### config.mk
export PLATFORM = sky130hd
export DESIGN_NAME = touch_contact_tracker
export DESIGN_NICKNAME = d
export VERILOG_FILES = /design/src/tct_pkg.sv /design/src/tct_cfg_regs.sv /design/src/tct_core.sv /design/src/touch_contact_tracker.sv
export SDC_FILE = /design/constraint.sdc
export NUM_CORES = 1
export LEC_CHECK = 0
export BUFFER_PORTS_ARGS = -buffer_cell sky130_fd_sc_hd__buf_2
export CAP_MARGIN = 20
export CORE_ASPECT_RATIO = 0.9
export CORE_UTILIZATION = 40
export CTS_BUF_LIST = sky130_fd_sc_hd__clkbuf_16
export DETAILED_ROUTE_END_ITERATION = 7
export REMOVE_ABC_BUFFERS = 1
export SETUP_SLACK_MARGIN = 0.1
export SLEW_MARGIN = 20
export SYNTH_ARGS = -nofsm -noshare
export SYNTH_HDL_FRONTEND = slang
export SYNTH_SLANG_ARGS = --single-unit
### constraint.sdc
create_clock -name clk -period 14.7 [get_ports clk]
set_input_delay 1.47 -clock clk [delete_from_list [all_inputs] [get_ports clk]]
set_output_delay 1.47 -clock clk [all_outputs]
set_load 0.005 [all_outputs]
### src/tct_pkg.sv
// Shared types and constants for the touch contact tracker.
// Holds the request and result structs, state and kind codes, and register indexes.
// No dependencies.
package tct_pkg;

  // Widths.
  localparam int COORD_BITS = 12;
  localparam int ID_BITS    = 8;
  localparam int TAG_BITS   = 4;
  localparam int KIND_BITS  = 3;
  localparam int EVENT_BITS = 2;
  localparam int CFG_ADDR_BITS = 2;
  localparam int CFG_DATA_BITS = COORD_BITS;
  localparam int STATE_BITS = 2;

  // A reference with the top bit set is invalid and lies above every reading.
  localparam logic [COORD_BITS:0] REF_INVALID = {1'b1, {COORD_BITS{1'b0}}};

  // Low tag bits that flag a bad conversion.
  localparam logic [TAG_BITS-1:0] TAG_BAD_MASK = 4'h3;

  // Reset thresholds.
  localparam logic [COORD_BITS-1:0] THRESHOLD_RESET = COORD_BITS'(12);

  // Request types.
  localparam logic REQ_MEASURE = 1'b0;
  localparam logic REQ_READ    = 1'b1;

  // Contact states.
  localparam logic [STATE_BITS-1:0] ST_NONE = 2'd0;
  localparam logic [STATE_BITS-1:0] ST_DOWN = 2'd1;
  localparam logic [STATE_BITS-1:0] ST_MOVE = 2'd2;
  localparam logic [STATE_BITS-1:0] ST_UP   = 2'd3;

  // Result kinds.
  localparam logic [KIND_BITS-1:0] KIND_IGNORED  = 3'd0;
  localparam logic [KIND_BITS-1:0] KIND_POSTED   = 3'd1;
  localparam logic [KIND_BITS-1:0] KIND_DEFERRED = 3'd2;
  localparam logic [KIND_BITS-1:0] KIND_REPORT   = 3'd3;
  localparam logic [KIND_BITS-1:0] KIND_NODATA   = 3'd4;

  // Report events.
  localparam logic [EVENT_BITS-1:0] EV_UP   = 2'd0;
  localparam logic [EVENT_BITS-1:0] EV_DOWN = 2'd1;
  localparam logic [EVENT_BITS-1:0] EV_MOVE = 2'd2;

  // Configuration register indexes.
  localparam logic [CFG_ADDR_BITS-1:0] CFG_THRESHOLD_X = 2'd0;
  localparam logic [CFG_ADDR_BITS-1:0] CFG_THRESHOLD_Y = 2'd1;
  localparam logic [CFG_ADDR_BITS-1:0] CFG_SWAP_AXES   = 2'd2;

  typedef struct packed {
    logic                  req_type;
    logic                  pen_down;
    logic [COORD_BITS-1:0] x_reading;
    logic [COORD_BITS-1:0] y_reading;
    logic [TAG_BITS-1:0]   x_tag;
  } tct_req_t;

  typedef struct packed {
    logic [KIND_BITS-1:0]  result_kind;
    logic                  rearm_timer;
    logic [EVENT_BITS-1:0] touch_event;
    logic                  position_valid;
    logic [ID_BITS-1:0]    touch_id;
    logic [COORD_BITS-1:0] x_pos;
    logic [COORD_BITS-1:0] y_pos;
  } tct_res_t;

  typedef struct packed {
    logic [COORD_BITS-1:0] threshold_x;
    logic [COORD_BITS-1:0] threshold_y;
    logic                  swap_axes;
  } tct_cfg_t;

endpackage

### src/tct_cfg_regs.sv
// Configuration registers of the touch contact tracker.
// Depends on tct_pkg for the register indexes and the config struct.
module tct_cfg_regs import tct_pkg::*; (
  input  logic                     clk,
  input  logic                     rst_n,
  input  logic                     cfg_we,
  input  logic [CFG_ADDR_BITS-1:0] cfg_addr,
  input  logic [CFG_DATA_BITS-1:0] cfg_wdata,
  output tct_cfg_t                 cfg
);

  tct_cfg_t cfg_r;

  // Register writes; an index outside the list is dropped.
  always_ff @(posedge clk) begin
    if (!rst_n) begin
      cfg_r.threshold_x <= THRESHOLD_RESET;
      cfg_r.threshold_y <= THRESHOLD_RESET;
      cfg_r.swap_axes   <= 1'b0;
    end else if (cfg_we) begin
      case (cfg_addr)
        CFG_THRESHOLD_X: cfg_r.threshold_x <= cfg_wdata[COORD_BITS-1:0];
        CFG_THRESHOLD_Y: cfg_r.threshold_y <= cfg_wdata[COORD_BITS-1:0];
        CFG_SWAP_AXES:   cfg_r.swap_axes   <= cfg_wdata[0];
        default: ;
      endcase
    end
  end

  assign cfg = cfg_r;

endmodule

### src/tct_core.sv
// Contact state and combinational request handling of the touch contact tracker.
// Depends on tct_pkg for the structs, state codes and result kinds.
module tct_core import tct_pkg::*; (
  input  logic     clk,
  input  logic     rst_n,
  input  logic     go,
  input  tct_req_t req,
  input  tct_cfg_t cfg,
  output tct_res_t res
);

  logic [COORD_BITS:0]   ref_x_r, ref_x_nxt;
  logic [COORD_BITS:0]   ref_y_r, ref_y_nxt;
  logic [STATE_BITS-1:0] contact_state_r, contact_state_nxt;
  logic [COORD_BITS-1:0] held_x_r, held_x_nxt;
  logic [COORD_BITS-1:0] held_y_r, held_y_nxt;
  logic                  held_valid_r, held_valid_nxt;
  logic [ID_BITS-1:0]    next_id_r, next_id_nxt;
  logic [ID_BITS-1:0]    held_id_r, held_id_nxt;
  logic                  report_pending_r, report_pending_nxt;

  logic [COORD_BITS-1:0] pos_x, pos_y;
  logic [COORD_BITS:0]   ext_x, ext_y;
  logic [COORD_BITS:0]   dist_x, dist_y;
  logic                  in_deadband;
  logic                  tag_bad;

  // Axis swap and distance from the deadband reference.
  assign pos_x  = cfg.swap_axes ? req.y_reading : req.x_reading;
  assign pos_y  = cfg.swap_axes ? req.x_reading : req.y_reading;
  assign ext_x  = {1'b0, pos_x};
  assign ext_y  = {1'b0, pos_y};
  assign dist_x = (ext_x > ref_x_r) ? ext_x - ref_x_r : ref_x_r - ext_x;
  assign dist_y = (ext_y > ref_y_r) ? ext_y - ref_y_r : ref_y_r - ext_y;
  assign in_deadband = (dist_x < {1'b0, cfg.threshold_x}) &&
                       (dist_y < {1'b0, cfg.threshold_y});
  assign tag_bad = (req.x_tag & TAG_BAD_MASK) != '0;

  // Next state and result for the request in hand.
  always_comb begin
    ref_x_nxt          = ref_x_r;
    ref_y_nxt          = ref_y_r;
    contact_state_nxt  = contact_state_r;
    held_x_nxt         = held_x_r;
    held_y_nxt         = held_y_r;
    held_valid_nxt     = held_valid_r;
    next_id_nxt        = next_id_r;
    held_id_nxt        = held_id_r;
    report_pending_nxt = report_pending_r;
    res                = '0;
    res.result_kind    = KIND_IGNORED;

    if (req.req_type == REQ_MEASURE) begin
      priority if (!req.pen_down) begin
        // Pen lifted: drop the reference and post an up if a contact was live.
        ref_x_nxt = REF_INVALID;
        ref_y_nxt = REF_INVALID;
        if (contact_state_r == ST_DOWN || contact_state_r == ST_MOVE) begin
          contact_state_nxt  = ST_UP;
          held_id_nxt        = next_id_r;
          report_pending_nxt = 1'b1;
          res.result_kind    = KIND_POSTED;
        end
      end else if (contact_state_r == ST_UP) begin
        // An unread up must not be overwritten by a new touch.
        res.result_kind = KIND_DEFERRED;
        res.rearm_timer = 1'b1;
      end else if (tag_bad || in_deadband) begin
        res.rearm_timer = 1'b1;
      end else begin
        ref_x_nxt          = ext_x;
        ref_y_nxt          = ext_y;
        held_x_nxt         = pos_x;
        held_y_nxt         = pos_y;
        held_valid_nxt     = 1'b1;
        held_id_nxt        = next_id_r;
        report_pending_nxt = 1'b1;
        if (contact_state_r != ST_MOVE) begin
          contact_state_nxt = ST_DOWN;
        end
        res.result_kind = KIND_POSTED;
        res.rearm_timer = 1'b1;
      end
    end else if (!report_pending_r) begin
      res.result_kind = KIND_NODATA;
    end else begin
      // Hand out the held report and advance the contact.
      res.result_kind    = KIND_REPORT;
      res.touch_id       = held_id_r;
      res.x_pos          = held_x_r;
      res.y_pos          = held_y_r;
      report_pending_nxt = 1'b0;
      unique case (contact_state_r)
        ST_UP: begin
          res.touch_event    = EV_UP;
          res.position_valid = held_valid_r;
          contact_state_nxt  = ST_NONE;
          held_valid_nxt     = 1'b0;
          next_id_nxt        = next_id_r + ID_BITS'(1);
        end
        ST_DOWN: begin
          res.touch_event    = EV_DOWN;
          res.position_valid = 1'b1;
          contact_state_nxt  = ST_MOVE;
        end
        ST_MOVE, ST_NONE: begin
          res.touch_event    = EV_MOVE;
          res.position_valid = 1'b1;
        end
      endcase
    end
  end

  // State registers advance only when a request is handled.
  always_ff @(posedge clk) begin
    if (!rst_n) begin
      ref_x_r          <= REF_INVALID;
      ref_y_r          <= REF_INVALID;
      contact_state_r  <= ST_NONE;
      held_x_r         <= '0;
      held_y_r         <= '0;
      held_valid_r     <= 1'b0;
      next_id_r        <= '0;
      held_id_r        <= '0;
      report_pending_r <= 1'b0;
    end else if (go) begin
      ref_x_r          <= ref_x_nxt;
      ref_y_r          <= ref_y_nxt;
      contact_state_r  <= contact_state_nxt;
      held_x_r         <= held_x_nxt;
      held_y_r         <= held_y_nxt;
      held_valid_r     <= held_valid_nxt;
      next_id_r        <= next_id_nxt;
      held_id_r        <= held_id_nxt;
      report_pending_r <= report_pending_nxt;
    end
  end

endmodule

### src/touch_contact_tracker.sv
// Channel   Direction  Payload    Handshake
// in_       input      tct_req_t  in_valid / in_stall
// out_      output     tct_res_t  out_valid / out_stall
// cfg_      input      index+data cfg_we, no wait
//
// Each request is registered, handled against the contact state, and its result
// registered: out_valid rises when the request moves on into the result register.
// One request per cycle is sustained while out_stall is low; the input and result registers form the path.
// Reset clears both stages, the contact state and the configuration at once.
// A stalled result holds the result register and, behind it, the input register.
// Depends on tct_pkg, tct_cfg_regs and tct_core.
module touch_contact_tracker import tct_pkg::*; (
  input  logic                     clk,
  input  logic                     rst_n,
  input  logic                     in_valid,
  output logic                     in_stall,
  input  tct_req_t                 in_req,
  output logic                     out_valid,
  input  logic                     out_stall,
  output tct_res_t                 out_res,
  input  logic                     cfg_we,
  input  logic [CFG_ADDR_BITS-1:0] cfg_addr,
  input  logic [CFG_DATA_BITS-1:0] cfg_wdata
);

  tct_cfg_t cfg;
  tct_req_t req_r;
  logic     req_valid_r;
  tct_res_t res;
  tct_res_t res_r;
  logic     res_valid_r;
  logic     res_free;
  logic     advance;
  logic     in_take;

  tct_cfg_regs u_cfg (
    .clk       (clk),
    .rst_n     (rst_n),
    .cfg_we    (cfg_we),
    .cfg_addr  (cfg_addr),
    .cfg_wdata (cfg_wdata),
    .cfg       (cfg)
  );

  tct_core u_core (
    .clk   (clk),
    .rst_n (rst_n),
    .go    (advance),
    .req   (req_r),
    .cfg   (cfg),
    .res   (res)
  );

  // Pipeline flow: the held request moves on when the result register is free.
  assign res_free = !res_valid_r || !out_stall;
  assign advance  = req_valid_r && res_free;
  assign in_stall = req_valid_r && !res_free;
  assign in_take  = in_valid && !in_stall;

  // Input register.
  always_ff @(posedge clk) begin
    if (!rst_n) begin
      req_valid_r <= 1'b0;
    end else begin
      req_valid_r <= in_take || (req_valid_r && !advance);
    end
  end

  always_ff @(posedge clk) begin
    if (in_take) begin
      req_r <= in_req;
    end
  end

  // Result register.
  always_ff @(posedge clk) begin
    if (!rst_n) begin
      res_valid_r <= 1'b0;
    end else if (advance) begin
      res_valid_r <= 1'b1;
    end else if (!out_stall) begin
      res_valid_r <= 1'b0;
    end
  end

  always_ff @(posedge clk) begin
    if (advance) begin
      res_r <= res;
    end
  end

  assign out_valid = res_valid_r;
  assign out_res   = res_r;

endmodule

==> results of run 1 <==
-- synth_stat cells, types with 22 or more instances --
master	count
o211a_1	24
clkbuf_1	31
and3_1	37
a21boi_0	23
dfxtp_1	96
nand2_1	109
edfxtp_1	67
mux2i_1	47
nor2_1	22
ha_1	75
nand3_1	43
a21oi_1	35
o22ai_1	24
inv_1	91
-- power by group through the flow --
stage,registers [W],logic (W),clock network [W]
3_5_place_dp,0.000500,0.000140,0
6_report,0.000490,0.000140,0.000442
3_3_place_gp,0.000500,0.000139,0
4_1_cts,0.000490,0.000141,0.000452
2_1_floorplan,0.000501,0.0000893,0
5_1_grt,0.000491,0.000156,0.000471
-- worst paths after layout --
path                         endpoint  cells after the start  slack (ns)
hold reg to reg   u_core.held_id_r[7]                      2        0.46
setup / recovery    u_core.ref_x_r[9]                     20        7.28
hold / removal    u_core.held_id_r[7]                      2        0.46
setup reg to reg    u_core.ref_x_r[9]                     20        7.28
-- final cells by class --
| class | count | area, um^2 |
|---|---|---|
| inverters | 91 | 341.6 |
| flip-flops and latches | 163 | 3934 |
| fillers | 2182 | 12070 |
| clock buffers | 19 | 475.5 |
| well taps | 297 | 371.6 |
| repair buffers | 98 | 518.0 |
| clock inverters | 13 | 113.9 |
| multi-input cells | 643 | 4755 |
-- kinds of logic after synthesis --
family	after synthesis
XOR/XNOR	25
AND/OR/NAND/NOR	271
AO/OA/AOI/OAI	214
buffers and inverters	142
multiplexers	54
flip-flops	163
adder cells (fa/ha/maj)	79
-- per-layer routing --
| layer | up-vias | wire [um] | global-route usage |
|---|---|---|---|
| met5 | - | 0 | 0 |
| met4 | 0 | 222 | 0.05047 |
| met3 | 14 | 654 | 0.03239 |
| met2 | 114 | 10050 | 0.3038 |
| met1 | 3377 | 11060 | 0.2695 |
| li1 | 3527 | - | - |
-- state kept, by name (all words and copies together), names as in the netlist, 2 cells and up --
register / flops
u_core.ref_x_r: 12
u_cfg.cfg: 25
u_core.held_y_r: 12
u_core.held_x_r: 12
out_res: 39
u_core.held_id_r: 8
req_r: 28
u_core.ref_y_r: 13
u_core.next_id_r: 8
u_core.contact_state_r: 2
-- tightest hold or removal path, stage by stage (launching register included) --
cell,delay [ns]
dfxtp_1,0.31
nand2_1,0.05
mux2i_1,0.05
-- metrics by stage --
| step | cells | hold slack (ns) | setup slack [ns] | util |
|---|---|---|---|---|
| after floorplan | 897 | 0.4303 | 8.587 | - |
| after global placement | 1291 | 0.4419 | 7.386 | 0.4390 |
| after detailed placement | 1291 | 0.4432 | 7.348 | 0.4390 |
| after CTS | 1323 | 0.4590 | 7.293 | 0.4651 |
| after global routing | 1324 | 0.4773 | 6.766 | 0.4655 |
| final | 1324 | 0.4586 | 7.280 | 0.4655 |
==> reports/qor.txt, run 1 <==
Clock Power Share = 0.412
pin count of the biggest net entering global routing = 85
Slowest Stage Delay on Critical Path = 0.87 ns
XOR/XNOR Fraction of Synth Area = 0.02364
dominant cells by area after synthesis = edfxtp_1 22%, dfxtp_1 21%, ha_1 10%
CTS clock-pin slew for the worst setup and hold paths = 0.07 ns
sequential fraction of the synthesis area = 0.4246
HP Start = u_core.held_id_r[7]
CP cell instances = buf_4, mux2i_1, ha_1, a211oi_1, nor2_1, o31ai_4, a21oi_2, nor2_2, mux2_2, a221oi_1, xnor2_1, ha_1, and4_1, nand2_1, nor3_1, o2111ai_1, o211ai_1, a211o_1, nand3_2, o22ai_1
Max Freq = 134.8 MHz
Syn-to-layout area delta = 13.44%
vias in the first global route = 6771
max cap viols = 0
sequential share of power = 0.457
Cell Area, Placed = 9912 um^2
gr usage total = 0.1919
largest family of logic cells by synthesized area = compound AO/OA/AOI/OAI gates
Post-CTS Setup Bufs = 0
synth warn = 0
Core Region = 22580 um^2
Detailed Route WL = 21990 um
GP Congestion = 0.8953
Final period util = 0.5048
leading area contributor after synthesis = edfxtp_1
CTS resizes = 0
H-Tree Depth = 4
CP bufs+invs = 1
Vias = 7032
Psw = 0.0002935 W
unrepaired setup endpoints after global routing = no
mux cell area share after synthesis = 0.05929
CP max stage cell = a211o_1
worst-skew pair later-pin latency = 0.43 ns
first-iteration detailed-routing DRC count = 520
via/cell ratio = 5.311
Comb pwr share = 0.131
Final Critical Period = 7.420 ns
ant diodes = 0
cell family with most CP delay = compound AO/OA/AOI/OAI gates
final hold vios = 0
Worst Setup Start Kind = flip-flop
first-pass GRT wire length = 35420 um
hold buffer count at CTS = 0
DP HPWL = 15960 um
antenna violations before repair = 0
Yosys reg bits = 163
Setup Skew = 0.01443 ns
final non-filler cell area = 10510 um^2
HP Class = reg2reg
syn_area_per_cell = 9.772 um^2
Slew Limit Headroom = 0.3149
CP Capture Type = flip-flop
Post-Synth Adder-Cell Area = 0.1099
FF-to-FF Start = u_cfg.cfg[0]
CTS max path bufs = 2
post-route ant nets = 0
DRC = 0
CP max FO = 27
Die W = 162.4 um
PD cells = 102.0 nW/um^2
Mapped Cells = 948
Setup TNS = 0 ns
Int Power = 0.0007784 W
Final Power = 0.001072 W
ys flop type = dfxtp_1
nets@finish = 1142
share of the synthesized area in the top cell type = 0.2172
commonest non-fill, non-tap cell in the layout = nand2_1
Final setup viols = 0
drt pass-1 iters = 5
crit-path most repeated cell = ha_1
fraction of layout cells with a size suffix above 1 = 0.1509
worst-margin pin slew = 1.028 ns
Slew Viols, Final = 0
Post-Synth Simple-Gate Area = 0.1464
ys async rst share = 0
clk sink count = 163
input/output buffers = 87
die area = 23770 um^2
Netlist cell types = 74
Ports = 90
CTS tree = built
peak supply drop = 71.59 uV
DR WL/cell = 16.61 um
Compound-Gate Fraction of Synth Area = 0.1737
critical path required time = 15.04 ns
DIE HEIGHT = 146.4 um
Critical Path Source = u_cfg.cfg[0]
# rows = 52
initial core utilization = 0.4103
Post-synth EDFFs = 67
commonest cells after routing, fill and taps aside = 109 x nand2_1, 96 x dfxtp_1, 91 x inv_1
kind of critical path = reg2reg
switch share = 0.2738
status = complete, no violations
CTS buffer count = 17
Worst EP arrival = 7.76 ns
LEAKAGE = 4.602 nW
mapped cell area = 9264 um^2
GRT overflow = 0
Root Buffer = clkbuf_16
Note: power is estimated with default switching activity, not from simulation.
==> inputs of run 2 (changes only) <==
==> constraint.sdc (replaced) <==
create_clock -name clk -period 7.4 [get_ports clk]
set_input_delay 0.74 -clock clk [delete_from_list [all_inputs] [get_ports clk]]
set_output_delay 0.74 -clock clk [all_outputs]
set_load 0.005 [all_outputs]
==> reports/qor.txt, run 2 (synthesized netlist as in run 1, its figures left out) <==
metal2 WL = 10200 um (+1.5%)
fraction of layout cells with a size suffix above 1 = 0.1648 (+0.01383)
Final Critical Period = 6.767 ns (-0.6525 ns)
CP Capture Type = flip-flop
switch share = 0.2681 (-0.005656)
max FFs per register = 39 (unchanged)
Core Region = 22580 um^2 (unchanged)
clk sink count = 163 (unchanged)
final hold vios = 0 (unchanged)
vias in the first global route = 6943 (+2.5%)
die area = 23770 um^2 (unchanged)
input/output buffers = 87 (unchanged)
max cap viols = 0 (unchanged)
Worst EP arrival = 7.05 ns (-0.71 ns)
initial core utilization = 0.4103 (unchanged)
Root Buffer = clkbuf_16
nets@finish = 1159 (+1.5%)
CTS max path bufs = 2 (unchanged)
Slew Limit Headroom = 0.4214 (+0.1065)
worst-margin pin slew = 0.8679 ns (-0.1598 ns)
Psw = 0.0005904 W (+100%)
sequential share of power = 0.442 (-0.015)
critical path required time = 7.68 ns (-7.36 ns)
worst-skew pair later-pin latency = 0.43 ns (about the same)
# rows = 52 (unchanged)
Die W = 162.4 um (unchanged)
HP Class = reg2reg
peak supply drop = 168.9 uV (+140%)
Comb pwr share = 0.132 (about the same)
commonest non-fill, non-tap cell in the layout = nand2_1
Clock Power Share = 0.427 (+0.015)
Detailed Route WL = 22350 um (+1.7%)
CP max stage cell = nand3_2
PD cells = 206.3 nW/um^2 (+100%)
Worst Setup Start Kind = flip-flop
status = complete, no violations
r2r setup slk = 0.63 ns (-6.65 ns)
post-route worst setup slack = 0.6325 ns (-6.648 ns)
Int Power = 0.001612 W (+110%)
met3 wire len = 772 um (+18%)
Slowest Stage Delay on Critical Path = 0.52 ns (-0.35 ns)
first-pass GRT wire length = 36440 um (+2.9%)
Vias = 7069 (+0.53%)
Top Metal Used = met4
Final period util = 0.9145 (+0.4098)
DR WL/cell = 16.67 um (+0.37%)
kind of critical path = reg2reg
gr usage total = 0.1969 (+0.004941)
DIE HEIGHT = 146.4 um (unchanged)
Slew Viols, Final = 0 (unchanged)
LEAKAGE = 4.708 nW (+2.3%)
DRT met1 WL = 11130 um (+0.60%)
CTS resizes = 0 (unchanged)
CTS clock-pin slew for the worst setup and hold paths = 0.07 ns (about the same)
Setup TNS = 0 ns (unchanged)
Ports = 90 (unchanged)
GRT overflow = 0 (unchanged)
ant diodes = 0 (unchanged)
first-iteration detailed-routing DRC count = 419 (-19%)
via/cell ratio = 5.271 (-0.75%)
DRC = 0 (unchanged)
pre-CTS setup slack = 0.6847 ns (-6.663 ns)
Setup Skew = 0.01298 ns (-0.001459 ns)
CP cell instances = buf_4, mux2i_1, ha_1, a21oi_1, o21a_1, o2111a_1, a21o_1, buf_4, mux2i_1, a2111oi_0, a211oi_1, xnor2_1, ha_1, a21o_1, a211oi_1, o21ai_0, nor3_1, o211ai_1, a211o_1, nand3_2, o22ai_1
Syn-to-layout area delta = 15.21%
CTS buffer count = 17 (unchanged)
antenna violations before repair = 0 (unchanged)
H-Tree Depth = 4 (unchanged)
final core utilization = 0.4727 (+0.007260)
commonest cells after routing, fill and taps aside = 109 x nand2_1, 96 x dfxtp_1, 91 x inv_1
CP max FO = 24 (-11%)
Max Freq = 147.8 MHz (+9.6%)
hold buffer count at CTS = 0 (unchanged)
pin count of the biggest net entering global routing = 85 (unchanged)
GP Congestion = 0.8817 (-1.5%)
Final setup viols = 0 (unchanged)
post-route ant nets = 0 (unchanged)
fill count = 2165 (-0.78%)
drt pass-1 iters = 5 (unchanged)
DP HPWL = 16250 um (+1.8%)
unrepaired setup endpoints after global routing = no
CTS tree = built
Final Power = 0.002202 W (+110%)
Post-CTS Setup Bufs = 0 (unchanged)
## run 2: cell types whose count changed in the layout (fill, tap and decap cells not counted)
cell	change
clkinv_8	-1
inv_4	+1
clkinv_4	-4
inv_8	+3
bufinv_16	+1
clkbuf_16	+1
clkinvlp_4	-1
buf_4	+17
## run 2: per-stage QoR
| step | cells | instance area [um^2] | hold WS (ns) |
|---|---|---|---|
| final | 1341 | 10670 | 0.4546 |
| after floorplan | 897 | 9027 | 0.4303 |
| after CTS | 1341 | 10670 | 0.4562 |
| after global placement | 1309 | 10050 | 0.4452 |
| after detailed placement | 1309 | 10050 | 0.4461 |
| after global routing | 1341 | 10670 | 0.4624 |
## run 2: area by class of cell
| cell class | instances | area (um^2) | share of cell area |
|---|---|---|---|
| multi-input cells | 643 | 4755 | 0.4455 |
| flip-flops and latches | 163 | 3934 | 0.3686 |
| repair buffers | 115 | 645.6 | 0.06049 |
| clock buffers | 20 | 500.5 | 0.04689 |
| well taps | 297 | 371.6 | 0.03482 |
| inverters | 91 | 341.6 | 0.03200 |
| clock inverters | 12 | 125.1 | 0.01172 |
## run 2: power by group through the flow
stage,Clock [W],Combinational (W),Sequential (W)
final,0.000940,0.000290,0.000973
after floorplan,0,0.000177,0.000996
after global placement,0,0.000286,0.000993
after CTS,0.000960,0.000290,0.000973
after detailed placement,0,0.000288,0.000993
after global routing,0.000998,0.000323,0.000976
## run 2: critical path: cells and delay by family (launching register included)
family / cells / cell delay (ns)
DFF: 1 / 0.33
and+or+nand+nor: 2 / 0.82
buffers and inverters: 2 / 0.58
xor gates and xnor gates: 1 / 0.19
adders and majority gates: 2 / 0.71
muxes: 2 / 0.85
AOI/OAI and AO/OA: 12 / 3.09
## run 2: path summary, 6_finish.rpt
path / start / endpoint / depth (start not counted)
worst max-delay path: u_cfg.cfg[0] / u_core.ref_x_r[6] / 21
worst min-delay path: u_core.held_id_r[4] / u_core.held_id_r[4] / 2
worst max register to register: u_cfg.cfg[0] / u_core.ref_x_r[6] / 21
worst min register to register: u_core.held_id_r[4] / u_core.held_id_r[4] / 2
## run 2: metal layers
layer | up-vias | track usage
met5 | - | 0
met4 | 0 | 0.04811
met2 | 133 | 0.3122
li1 | 3560 | -
met3 | 21 | 0.03409
met1 | 3355 | 0.2767
